File: src/sv/swp_pkg.sv
// shared types and constants for the spike waveform packetizer
`default_nettype none

package swp_pkg;

    // field widths
    localparam int CHAN_W   = 8;
    localparam int GROUP_W  = 8;
    localparam int SIDX_W   = 6;
    localparam int HALF_W   = 64;
    localparam int TS_W     = 32;
    localparam int MTIME_W  = 16;

    // slave tdata layout, lowest field first
    localparam int S_CHAN_LSB  = 0;
    localparam int S_GROUP_LSB = S_CHAN_LSB + CHAN_W;
    localparam int S_SIDX_LSB  = S_GROUP_LSB + GROUP_W;
    localparam int S_LOW_LSB   = S_SIDX_LSB + SIDX_W;
    localparam int S_HIGH_LSB  = S_LOW_LSB + HALF_W;
    localparam int S_TS_LSB    = S_HIGH_LSB + HALF_W;
    localparam int S_USED_W    = S_TS_LSB + TS_W;
    localparam int S_TDATA_W   = ((S_USED_W + 7) / 8) * 8;

    localparam int M_TDATA_W   = 2 * HALF_W;

    localparam logic [MTIME_W-1:0] MIN_TIME_RESET = 16'd10;

    typedef enum logic [2:0] {
        ST_IDLE = 3'b001,
        ST_HEAD = 3'b010,
        ST_WORD = 3'b100
    } state_t;

    // controller to datapath
    typedef struct packed {
        logic capture;    // input beat taken this cycle
        logic load_head;  // put header into output register
        logic rd_first;   // read first stored sample
        logic load_word;  // put read sample into output register
        logic rd_next;    // read following stored sample
    } cmd_t;

    // datapath to controller
    typedef struct packed {
        logic emit;       // current input beat triggers a packet
        logic out_free;   // output register can take a word
        logic last_idx;   // sample being read is the final one
    } stat_t;

endpackage

`default_nettype wire

File: src/sv/swp_ctrl.sv
// packet sequencer state machine
`default_nettype none

module swp_ctrl
    import swp_pkg::*;
(
    input  wire logic  clk,
    input  wire logic  rst_n,
    input  wire logic  s_tvalid,
    output      logic  s_tready,
    input  wire stat_t stat,
    output      cmd_t  cmd
);
    state_t state_reg, state_next;

    always_ff @(posedge clk or negedge rst_n)
    begin
        if (!rst_n)
        begin
            state_reg <= ST_IDLE;
        end
        else
        begin
            state_reg <= state_next;
        end
    end

    always_comb
    begin
        state_next = state_reg;
        cmd        = '0;
        s_tready   = 1'b0;
        case (state_reg)
            ST_IDLE:
            begin
                s_tready = 1'b1;
                if (s_tvalid)
                begin
                    cmd.capture = 1'b1;
                    if (stat.emit)
                    begin
                        state_next = ST_HEAD;
                    end
                end
            end
            ST_HEAD:
            begin
                if (stat.out_free)
                begin
                    cmd.load_head = 1'b1;
                    cmd.rd_first  = 1'b1;
                    state_next    = ST_WORD;
                end
            end
            ST_WORD:
            begin
                if (stat.out_free)
                begin
                    cmd.load_word = 1'b1;
                    if (stat.last_idx)
                    begin
                        state_next = ST_IDLE;
                    end
                    else
                    begin
                        cmd.rd_next = 1'b1;
                    end
                end
            end
            default:
            begin
                state_next = ST_IDLE;
            end
        endcase
    end

endmodule

`default_nettype wire

File: config.mk
export PLATFORM = sky130hd
export DESIGN_NAME = swp_ctrl
export DESIGN_NICKNAME = d
export VERILOG_FILES = /design/src/sv/swp_pkg.sv /design/src/sv/swp_ctrl.sv
export SDC_FILE = /design/constraint.sdc
export NUM_CORES = 1
export LEC_CHECK = 0
export BUFFER_PORTS_ARGS = -buffer_cell sky130_fd_sc_hd__clkbuf_2
export CAP_MARGIN = 20
export CORE_AREA = 5 5 42 44
export DETAILED_ROUTE_END_ITERATION = 10
export DIE_AREA = 0 0 47 49
export PLACE_DENSITY = 0.36
export SLEW_MARGIN = 30
export SYNTH_ARGS = -nofsm -noshare
export SYNTH_HDL_FRONTEND = slang
export SYNTH_SLANG_ARGS = --single-unit
export TNS_END_PERCENT = 20
File: constraint.sdc
create_clock -name clk -period 1.55 [get_ports clk]
set_clock_uncertainty 0.1 [all_clocks]
set_input_delay 0.155 -clock clk [delete_from_list [all_inputs] [get_ports clk]]
set_output_delay 0.155 -clock clk [all_outputs]
set_load 0.005 [all_outputs]
## Yosys cells after proc, flatten, opt, wreduce, memory -nomap -nowiden

Index checks and enable logic that the tools add are counted.

- Bits in registers: 3
- Latch bits: 0
- Memory bits (writable): 0
- Memory bits (read-only): 0
- Bits of input ports: 6
- Logic and storage cells: 24
- Memories kept: 0

- Add/subtract/negate cells: 0
- Multipliers: 0
- Divide/modulo/power cells: 0
- Magnitude comparators: 0
- Eq/ne operators: 8
- Shift-type cells: 0
- Muxes and demuxes: 14
- Bitwise operators: 0
- Reductions and logical operators: 1

Operators with widths:

| kind | count |
|---|---|
| $mux 3 | 5 |
| $ne 2x2->1 const B | 5 |
| $pmux 3 s3 | 1 |
| $mux 2 | 4 |
| $reduce_and 5->1 | 1 |
| $mux 1 | 4 |
| $eq 3x1->1 const B | 1 |
| $eq 3x2->1 const B | 1 |
| $eq 3x3->1 const B | 1 |

## Logic depth before layout (Yosys ltp)

Gate-level depths: netlist of run 1.

- Word-level depth: 3
- Mapped depth: 3

## Least setup slack after synthesis of run 1

No wires, ideal clock.

- Path type: register -> output
- Start: reg state_reg[0]
- End: out cmd[4] (netlist bit)
- Data arrival time: 931 ps
- Setup slack: 364 ps
- Cell stages (with the launch flop): 3
- Path buffers: 0
- Cells stage by stage: dfstp_2 nor3b_2 and2_1

RTL lines:

| element | RTL line | source |
|---|---|---|
| from (decl) | swp_ctrl.sv:14 | `state_t state_reg, state_next;` |
| from (signal assigned) | swp_ctrl.sv:24 | `state_reg <= state_next;` |
| to (decl) | swp_ctrl.sv:12 | `output cmd_t cmd` |

==> results.sh, run 1 <==
export IMPL_routed_wl_um=495
export IMPL_fin_ws_ps=37.16
export IMPL_synth_area_per_cell_um2=9.593
export IMPL_critPathMaxFanout=7
export IMPL_grt_pass1_vias=211
export IMPL_diodes=0
export IMPL_ys_types=16
export IMPL_hold_viol=0
export IMPL_grt_pass1_wl_um=807
export IMPL_fmax_mhz=661.0
export IMPL_rsz0062_at_grt="true"
export IMPL_synthCells=21
export IMPL_synth_area_leaders="dfrtp_1, dfstp_2, and3b_1"
export IMPL_ys_async_sr_fraction_pct=100.0
export IMPL_reg2reg_to="state_reg[0]"
export IMPL_die_h_um=49
export IMPL_drive_gt1_share_pct=50.00
export IMPL_core_area_mm2=0.001401
export IMPL_syn_area_um2=201.4
export IMPL_nFillCells=166
export IMPL_rows=14
export IMPL_cp_end_kind="output pin"
export IMPL_routedWlPerCell_um=9.519
export IMPL_cts_root_buf="clkbuf_4"
export IMPL_ant_nets=0
export IMPL_ys_seq_area_share_pct=37.89
export IMPL_seq_power_share_pct=34.5
export IMPL_vias=199
export IMPL_postCtsSetupBuffers=0
export IMPL_p_clk_share_pct=48.0
export IMPL_htreeDepth=1
export IMPL_start_util_pct=14.37
export IMPL_period_minus_slack_ps=1513
export IMPL_crit_arrival_ps=1260
export IMPL_synth_top_area_cell="dfrtp_1"
export IMPL_drv_slew=0
export IMPL_dieArea_mm2=0.002303
export IMPL_combPwrFrac_pct=17.5
export IMPL_status="finished, final reports clean"
export IMPL_required_ps=1290
export IMPL_grt_util_all_layers_pct=5.152
export IMPL_ir_worst_vdd_mv=0.3889
export IMPL_portBuffers=11
export IMPL_firstDrtPassIters=1
export IMPL_min_to="state_reg[0]"
export IMPL_ys_top_cells_by_count="a21oi_1, and3b_1, dfrtp_1, nand2_1, nor2_1"
export IMPL_holdWs_ps=103.4
export IMPL_numCtsBuffers=3
export IMPL_leakage_nw=0.1563
export IMPL_yosysWarnings=0
export IMPL_via_per_inst=3.827
export IMPL_ioPinCount=12
export IMPL_antenna_found_initial=0
export IMPL_path_class="reg2out"
export IMPL_min_path_cells=3
export IMPL_p_int_w=0.0002115
export IMPL_max_cap_viol_count=0
export IMPL_clock_sinks=3
export IMPL_cts_max_path_buffers=2
export IMPL_power_density_mw_per_mm2=907.3
export IMPL_switching_power_w=0.00006778
export IMPL_synth_ff_latch_count=3
export IMPL_worst_pin_slew_ps=208.3
export IMPL_routabilityCongestion=0.7072
export IMPL_r2r_start="state_reg[0]"
export IMPL_syn_nets=27
export IMPL_synth_edf_count=0
export IMPL_path_clk_slew_ps=40
export IMPL_switching_share_pct=24.27
export IMPL_die_x_um=47
export IMPL_synth_top_cell_area_share_pct=24.84
export IMPL_finalSetupViolCount=0
export IMPL_hold_class="in2reg"
export IMPL_ff2ff_path_depth=3
export IMPL_rrSetupSlack_ps=390
export IMPL_synthFlopType="dfrtp_1"
export IMPL_largest_reg_flops=3
export IMPL_fin_crit_sh_pct=97.60
export IMPL_area_growth_syn_to_layout_pct=52.80
export IMPL_grt_max_degree=8
export IMPL_drc=0
export IMPL_fin_nets=43
export IMPL_grt_ovfl_total=0
export IMPL_drt_initial_drc_count=0
export IMPL_insertion_delay_ps=230
export IMPL_place_ws_ps=266.1
export IMPL_cts_tree="built"
export IMPL_slew_headroom_pct=86.11
export IMPL_min_from="stat[2]"
export IMPL_startpoint_type="flop"
## worst max path at each step
| stage | startpoint | end | slack (ps) | depth (start not counted) |
|---|---|---|---|---|
| 4_1_cts | state_reg[0] | cmd[4] | 10 | 3 |
| 6_report | state_reg[0] | cmd[4] | 40 | 3 |
| 3_3_place_gp | state_reg[0] | cmd[4] | 290 | 3 |
| 3_5_place_dp | state_reg[0] | cmd[4] | 270 | 3 |
| 2_1_floorplan | state_reg[0] | cmd[4] | 360 | 2 |
| 5_1_grt | state_reg[0] | cmd[4] | -30 | 3 |
## layout make-up
class                           count  area (um^2)  share of cell area (%)
Multi-Input combinational cell     17        120.1                   39.02
Clock buffer                        4        26.28                   8.537
Timing Repair Buffer               12        65.06                   21.14
Sequential cell                     3        76.32                   24.80
Tap cell                           16        20.02                   6.504
## power by group through the flow
stage | clock network [W] | logic (W) | registers, W
final | 0.000134 | 0.0000489 | 0.0000962
after global routing | 0.000148 | 0.0000539 | 0.0000977
after CTS | 0.000144 | 0.0000496 | 0.0000959
after detailed placement | 0 | 0.0000475 | 0.0000970
after global placement | 0 | 0.0000468 | 0.0000968
after floorplan | 0 | 0.0000269 | 0.0000951
## critical path, stage by stage (launching register included)
cell and delay [ps]:
dfstp_2 560, nor3b_2 210, and2_1 150, clkbuf_2 100
## cells in the final DEF (no fill, tap or decap), types with 2 or more instances in the layout
master	netlist	layout
and3b_1	2	2
clkbuf_2	0	11
nor2_1	2	2
clkbuf_4	0	3
nand2_1	2	2
a21oi_1	2	2
dfrtp_1	2	2
## cell families (layout without fill, tap and decap cells)
group | count (synthesis) | after routing | synth area share (%)
simple gates | 13 | 13 | 45.97
compound gates | 4 | 4 | 12.43
flops | 3 | 3 | 37.89
buf+inv | 1 | 16 | 3.728
## routing by layer
layer	GRT usage [%]	routed length, um	vias to the layer above
li1	-	-	103
met1	5.088	197	88
met2	7.240	239	8
met3	1.107	58	0
met4	6.912	0	0
met5	0	0	-
## timing repair
item,4_1_cts,5_1_grt
endpoints found under the setup margin,0,4
hold buffers,1,0
resized for setup,0,1
hold endpoints to repair,3,0
## metrics by stage
stage	power [W]	instances	utilization (%)	cell area, um^2	setup TNS [ps]
after global placement	0.0001436	47	19.20	269.0	0
after global routing	0.0002999	52	21.96	307.8	-65.83
final	0.0002793	52	21.96	307.8	0
after CTS	0.0002894	52	21.79	305.3	0
after detailed placement	0.0001445	47	19.20	269.0	0
after floorplan	0.0001220	21	-	201.4	0
(Power assumes the default switching activity.)
==> run 2, diff against run 1 <==
--- a/config.mk
+++ b/config.mk
@@ -7,11 +7,13 @@
 export LEC_CHECK = 0
 export BUFFER_PORTS_ARGS = -buffer_cell sky130_fd_sc_hd__clkbuf_2
 export CAP_MARGIN = 20
+export CELL_PAD_IN_SITES_DETAIL_PLACEMENT = 1
+export CELL_PAD_IN_SITES_GLOBAL_PLACEMENT = 2
 export CORE_AREA = 5 5 42 44
 export DETAILED_ROUTE_END_ITERATION = 10
 export DIE_AREA = 0 0 47 49
-export PLACE_DENSITY = 0.36
-export SLEW_MARGIN = 30
+export PLACE_DENSITY = 0.56
+export SLEW_MARGIN = 15
 export SYNTH_ARGS = -nofsm -noshare
 export SYNTH_HDL_FRONTEND = slang
 export SYNTH_SLANG_ARGS = --single-unit
==> run 2 against run 1 <==
  * Maximum frequency down 0.55%
  * Sequential share of layout area up 0.30 points
  * Register-to-register slack hardly changed
  * Die area did not move
  * Non-clock buffer count unchanged
  * First-iteration DRC count up 1
  * Global-route usage is 0.22 points higher
  * Critical path type unchanged
  * Clock power about the same
  * Critical endpoint unchanged
==> results.sh, run 2 (synthesis gave the netlist of run 1 again) <==
export IMPL_startpoint_type="flop"
export IMPL_mostFrequentLayoutCell="clkbuf_2"
export IMPL_cts_root_buf="clkbuf_4"
export IMPL_final_cell_area_um2=314.1
export IMPL_grt_max_degree=8
export IMPL_path_class="reg2out"
export IMPL_cts_tree="built"
export IMPL_worst_pin_slew_ps=207.7
export IMPL_clock_sinks=3
export IMPL_switching_share_pct=25.14
export IMPL_fin_nets=43
export IMPL_seq_power_share_pct=34.1
export IMPL_hold_viol=0
export IMPL_rows=14
export IMPL_numCtsBuffers=3
export IMPL_grt_pass1_wl_um=807
export IMPL_switching_power_w=0.00007232
export IMPL_status="finished, final reports clean"
export IMPL_ff2ff_path_depth=3
export IMPL_rrSetupSlack_ps=390
export IMPL_largest_reg_flops=3
export IMPL_insertion_delay_ps=230
export IMPL_dp_hpwl_um=413.8
export IMPL_grt_ovfl_total=0
export IMPL_start_util_pct=14.37
export IMPL_crit_arrival_ps=1270
export IMPL_finalSetupViolCount=0
export IMPL_combPwrFrac_pct=18.4
export IMPL_grt_pass1_vias=210
export IMPL_rsz0062_at_grt="true"
export IMPL_p_int_w=0.0002153
export IMPL_critical_path_buf_inv_count=1
export IMPL_routedWlPerCell_um=9.481
export IMPL_nFillCells=176
export IMPL_antenna_found_initial=0
export IMPL_leakage_nw=0.1554
export IMPL_cp_end_kind="output pin"
export IMPL_vias=211
export IMPL_drv_slew=0
export IMPL_ioPinCount=12
export IMPL_drc=0
export IMPL_required_ps=1290
export IMPL_max_cap_viol_count=0
export IMPL_ir_worst_vdd_mv=0.2954
export IMPL_min_from="stat[2]"
export IMPL_core_area_mm2=0.001401
export IMPL_reg2reg_to="state_reg[0]"
export IMPL_routed_wl_um=493
export IMPL_p_clk_share_pct=47.5
export IMPL_slew_headroom_pct=86.13
export IMPL_via_per_inst=4.058
export IMPL_drt_initial_drc_count=1
export IMPL_dr_wl_met3_um=62
export IMPL_final_setup_tns_ps=0
export IMPL_portBuffers=11
export IMPL_diodes=0
export IMPL_die_x_um=47
export IMPL_cp_cell_sequence="nor3b_4, and2_1, clkbuf_2"
export IMPL_critPathMaxStageDelay_ps=570
export IMPL_cts_max_path_buffers=2
export IMPL_hold_class="in2reg"
export IMPL_htreeDepth=1
export IMPL_fin_crit_sh_pct=98.14
export IMPL_dpl_cell_area_um2=269.0
export IMPL_min_to="state_reg[0]"
export IMPL_area_growth_syn_to_layout_pct=55.90
export IMPL_power_density_mw_per_mm2=915.9
export IMPL_period_minus_slack_ps=1521
export IMPL_ant_nets=0
export IMPL_critPathMaxFanout=7
export IMPL_path_clk_slew_ps=40
export IMPL_path_delay_family="flip-flops"
export IMPL_firstDrtPassIters=2
export IMPL_routabilityCongestion=0.6524
export IMPL_min_path_cells=3
export IMPL_grt_util_all_layers_pct=5.367
export IMPL_drive_gt1_share_pct=52.78
export IMPL_fmax_mhz=657.4
export IMPL_cp_slowest_cell="dfstp_2"
export IMPL_r2r_start="state_reg[0]"
export IMPL_met2_length_um=216
export IMPL_dieArea_mm2=0.002303
export IMPL_routed_top_layer="met4"
export IMPL_final_cell_mix="clkbuf_2, clkbuf_4"
export IMPL_wl_met1_um=196
export IMPL_die_h_um=49
export IMPL_totalPowerFinal_w=0.0002876
[run 2: through the flow]
stage                     worst slack (ps)  instances  hold WS [ps]  utilization (%)
after floorplan                      363.9         21        -240.6                -
after global placement               283.4         47        -149.4            19.20
after detailed placement             256.3         47        -148.6            19.20
after CTS                           0.1520         52         84.57            21.79
after global routing                -59.98         52         102.0            22.41
final                                28.84         52         93.67            22.41
[run 2: repair_timing]
action                                  CTS  global route
setup buffers                             0             0
endpoints found under the hold margin     3             0
hold buffers                              1             0
resized for setup                         0             3
endpoints found under the setup margin    0             4
[run 2: cell type report]
type / count / area, um^2 / share of cell area [%]
sequential: 3 / 78.83 / 25.10
tap: 16 / 20.02 / 6.375
multi-input combinational: 17 / 123.9 / 39.44
timing repair buffer: 12 / 65.06 / 20.72
clock buffer: 4 / 26.28 / 8.367
[run 2: how the worst max path moves through the flow]
stage	cells past startpoint	slack (ps)	from	to
detailed placement	3	260	state_reg[0]	cmd[4]
CTS	3	0.2	state_reg[0]	cmd[4]
finish	3	30	state_reg[0]	cmd[4]
floorplan	2	360	state_reg[0]	cmd[4]
global route	3	-60	state_reg[0]	cmd[4]
global placement	3	280	state_reg[0]	cmd[4]
[run 2: power groups by stage]
stage	Combinational [W]	Clock [W]	Sequential, W
CTS	0.0000502	0.000147	0.0000965
global placement	0.0000472	0	0.0000971
finish	0.0000530	0.000137	0.0000981
detailed placement	0.0000481	0	0.0000974
global route	0.0000588	0.000162	0.0000996
floorplan	0.0000269	0	0.0000951
[run 2: tightest hold or removal path, cell delays in order]
cell and delay [ps]:
clkbuf_2 90, nand3_1 70, o21a_1 100
[run 2: layer usage]
layer	global-route usage, %	vias to the layer above
li1	-	106
met1	5.100	93
met2	7.240	10
met3	3.321	2
met4	5.530	0
met5	0	-
==> run 3, diff against run 2 <==
--- a/config.mk
+++ b/config.mk
@@ -5,6 +5,7 @@
 export SDC_FILE = /design/constraint.sdc
 export NUM_CORES = 1
 export LEC_CHECK = 0
+export ABC_AREA = 1
 export BUFFER_PORTS_ARGS = -buffer_cell sky130_fd_sc_hd__clkbuf_2
 export CAP_MARGIN = 20
 export CELL_PAD_IN_SITES_DETAIL_PLACEMENT = 1
@@ -12,7 +13,8 @@
 export CORE_AREA = 5 5 42 44
 export DETAILED_ROUTE_END_ITERATION = 10
 export DIE_AREA = 0 0 47 49
-export PLACE_DENSITY = 0.56
+export MAX_ROUTING_LAYER = met4
+export PLACE_DENSITY = 0.66
 export SLEW_MARGIN = 15
 export SYNTH_ARGS = -nofsm -noshare
 export SYNTH_HDL_FRONTEND = slang
==> run 3 against run 2 <==
  * Sequential share of layout area shrank 2.5 points
  * Largest power group is now combinational cells
  * Routed wire length up 30%
  * Final area increased by 7.6%
  * Highest routed layer unchanged
  * Critical path type unchanged
==> results.sh, run 3 <==
export IMPL_synth_top_area_cell="dfrtp_1"
export IMPL_drv_slew=0
export IMPL_diodes=0
export IMPL_via_per_inst=4.030
export IMPL_startpoint_type="flop"
export IMPL_multiInputGateArea_um2=118.9
export IMPL_vias=266
export IMPL_clock_sinks=3
export IMPL_insertion_delay_ps=230
export IMPL_mostFrequentLayoutCell="clkbuf_2"
export IMPL_final_cell_mix="clkbuf_2, nand2_1, nor2_1, inv_1"
export IMPL_synth_xor_area_share_pct=0
export IMPL_finish_utilization_pct=24.11
export IMPL_core_area_mm2=0.001401
export IMPL_fmax_mhz=673.2
export IMPL_grt_util_all_layers_pct=6.643
export IMPL_firstDrtPassIters=2
export IMPL_hold_viol=0
export IMPL_cts_max_path_buffers=2
export IMPL_ys_top_cells_by_count="nand2_1, inv_1, nor2_1"
export IMPL_dieArea_mm2=0.002303
export IMPL_rsz0062_at_grt="false"
export IMPL_place_ws_ps=290.7
export IMPL_ir_worst_vdd_mv=0.3887
export IMPL_critPathMaxFanout=3
export IMPL_synthMuxAreaShare_pct=0
export IMPL_fin_nets=57
export IMPL_grt_pass1_vias=289
export IMPL_path_clk_slew_ps=40
export IMPL_ioPinCount=12
export IMPL_largest_reg_flops=3
export IMPL_routedWlPerCell_um=9.742
export IMPL_drc=0
export IMPL_crit_arrival_ps=1230
export IMPL_cp_end_kind="output pin"
export IMPL_cp_slowest_cell="dfstp_2"
export IMPL_fin_crit_sh_pct=95.83
export IMPL_synth_area_per_cell_um2=6.685
export IMPL_grt_pass1_wl_um=1069
export IMPL_cts_tree="built"
export IMPL_required_ps=1290
export IMPL_finalSetupViolCount=0
export IMPL_nFillCells=189
export IMPL_cp_cell_sequence="inv_2, nor2_2, nand2_2, nor2_1, clkbuf_2"
export IMPL_die_h_um=49
export IMPL_synth_ff_latch_count=3
export IMPL_grt_max_degree=6
export IMPL_routabilityCongestion=0.6533
export IMPL_regArea_um2=76.32
export IMPL_syn_nets=41
export IMPL_die_x_um=47
export IMPL_routed_wl_um=643
export IMPL_start_util_pct=16.70
export IMPL_max_cap_viol_count=0
export IMPL_yosysMostFrequentCell="nand2_1"
export IMPL_numCtsBuffers=3
export IMPL_status="finished, final reports clean"
export IMPL_worst_pin_slew_ps=163.8
export IMPL_htreeDepth=1
export IMPL_antenna_found_initial=0
export IMPL_final_cell_area_um2=337.8
export IMPL_power_density_mw_per_mm2=1736
export IMPL_rows=14
export IMPL_critical_path_buf_inv_count=2
export IMPL_ant_nets=0
export IMPL_final_setup_tns_ps=0
export IMPL_synth_top_cell_area_share_pct=21.39
export IMPL_path_class="reg2out"
export IMPL_synth_simple_area_share_pct=48.66
export IMPL_ys_types=16
export IMPL_cts_root_buf="clkbuf_4"
export IMPL_synth_compound_area_share_pct=2.139
export IMPL_syn_area_um2=234.0
export IMPL_cts_resized_gates=0
export IMPL_yosysWarnings=0
export IMPL_synth_fa_ha_area_share_pct=0
export IMPL_place_inst=61
export IMPL_drt_initial_drc_count=2
export IMPL_synth_edf_count=0
export IMPL_slew_headroom_pct=89.04
export IMPL_synth_area_leaders="dfrtp_1, nand2_1, dfstp_2"
export IMPL_critPathMaxStageDelay_ps=530
export IMPL_leakage_nw=0.2009
export IMPL_ys_async_sr_fraction_pct=100.0
export IMPL_area_growth_syn_to_layout_pct=44.39
export IMPL_portBuffers=11
export IMPL_synth_top_family_by_area="simple AND/OR/NAND/NOR gates"
export IMPL_ys_seq_area_share_pct=32.62
export IMPL_path_delay_family="flip-flops"
export IMPL_dp_hpwl_um=541.3
export IMPL_finalNonFillerCells=66
export IMPL_period_minus_slack_ps=1485
export IMPL_hold_class="in2reg"
export IMPL_synthFlopType="dfrtp_1"
export IMPL_dpl_cell_area_um2=301.5
export IMPL_grt_ovfl_total=0
export IMPL_drive_gt1_share_pct=48.00
export IMPL_fin_ws_ps=64.67
export IMPL_synthCells=35
## run 3: cell types whose count changed after synthesis, sizes merged, moves of 2 or more
cell / previous run / this run
and3b: 2 / 0
inv: 0 / 7
nand2: 2 / 9
nand3: 1 / 4
nor2: 2 / 6
nor2b: 2 / 0
## run 3: what timing repair did
action	4_1_cts	5_1_grt
hold buffers	1	0
buffers inserted	0	0
setup endpoints to repair	0	0
endpoints found under the hold margin	3	0
## run 3: where the power goes
part / switching (W) / internal [W] / leakage (nW)
combinational: 0.000181 / 0.000111 / 0.149
clock: 0.0000425 / 0.0000966 / 0.0150
sequential: 0.0000324 / 0.000123 / 0.0369
total: 0.000256 / 0.000331 / 0.201
## run 3: cells by family after synthesis
family / count (synthesis)
AO/OA/AOI/OAI: 1
buffers and inverters: 9
flip-flops: 3
AND/OR/NAND/NOR: 22
## run 3: per-stage QoR
| step | hold WS (ps) | power (W) |
|---|---|---|
| 2_1_floorplan | -240.6 | 0.0003631 |
| 3_3_place_gp | -147.5 | 0.0004508 |
| 3_5_place_dp | -144.9 | 0.0004562 |
| 4_1_cts | 117.0 | 0.0006044 |
| 5_1_grt | 133.1 | 0.0006460 |
| 6_report | 102.5 | 0.0005866 |
## run 3: final timing paths
path                              start            to  slack [ps]  cells past startpoint
max                        state_reg[0]        cmd[4]          60                      5
min                             stat[2]  state_reg[0]         100                      4
max reg2reg                state_reg[0]  state_reg[1]         310                      7
min reg2reg                state_reg[1]  state_reg[1]         500                      2
max in group asynchronous         rst_n  state_reg[0]        1010                      2
min in group asynchronous         rst_n  state_reg[1]         140                      2
## run 3: layout make-up
cell class,instances,share of cell area (%)
multi-input combinational,23,35.19
sequential,3,22.59
timing repair buffer,12,19.26
inverter,8,9.259
clock buffer,4,7.778
tap,16,5.926
## run 3: tightest hold or removal path, delay by kind of cell
family                 cells  cell delay (ps)
buffers and inverters      1               70
AND/OR/NAND/NOR            3              200
## run 3: metal layers
layer | up-vias | routed length (um) | track usage [%]
li1 | 134 | - | -
met1 | 120 | 273 | 7.473
met2 | 10 | 318 | 9.729
met3 | 2 | 40 | 2.214
met4 | 0 | 10 | 4.147
met5 | - | 0 | -
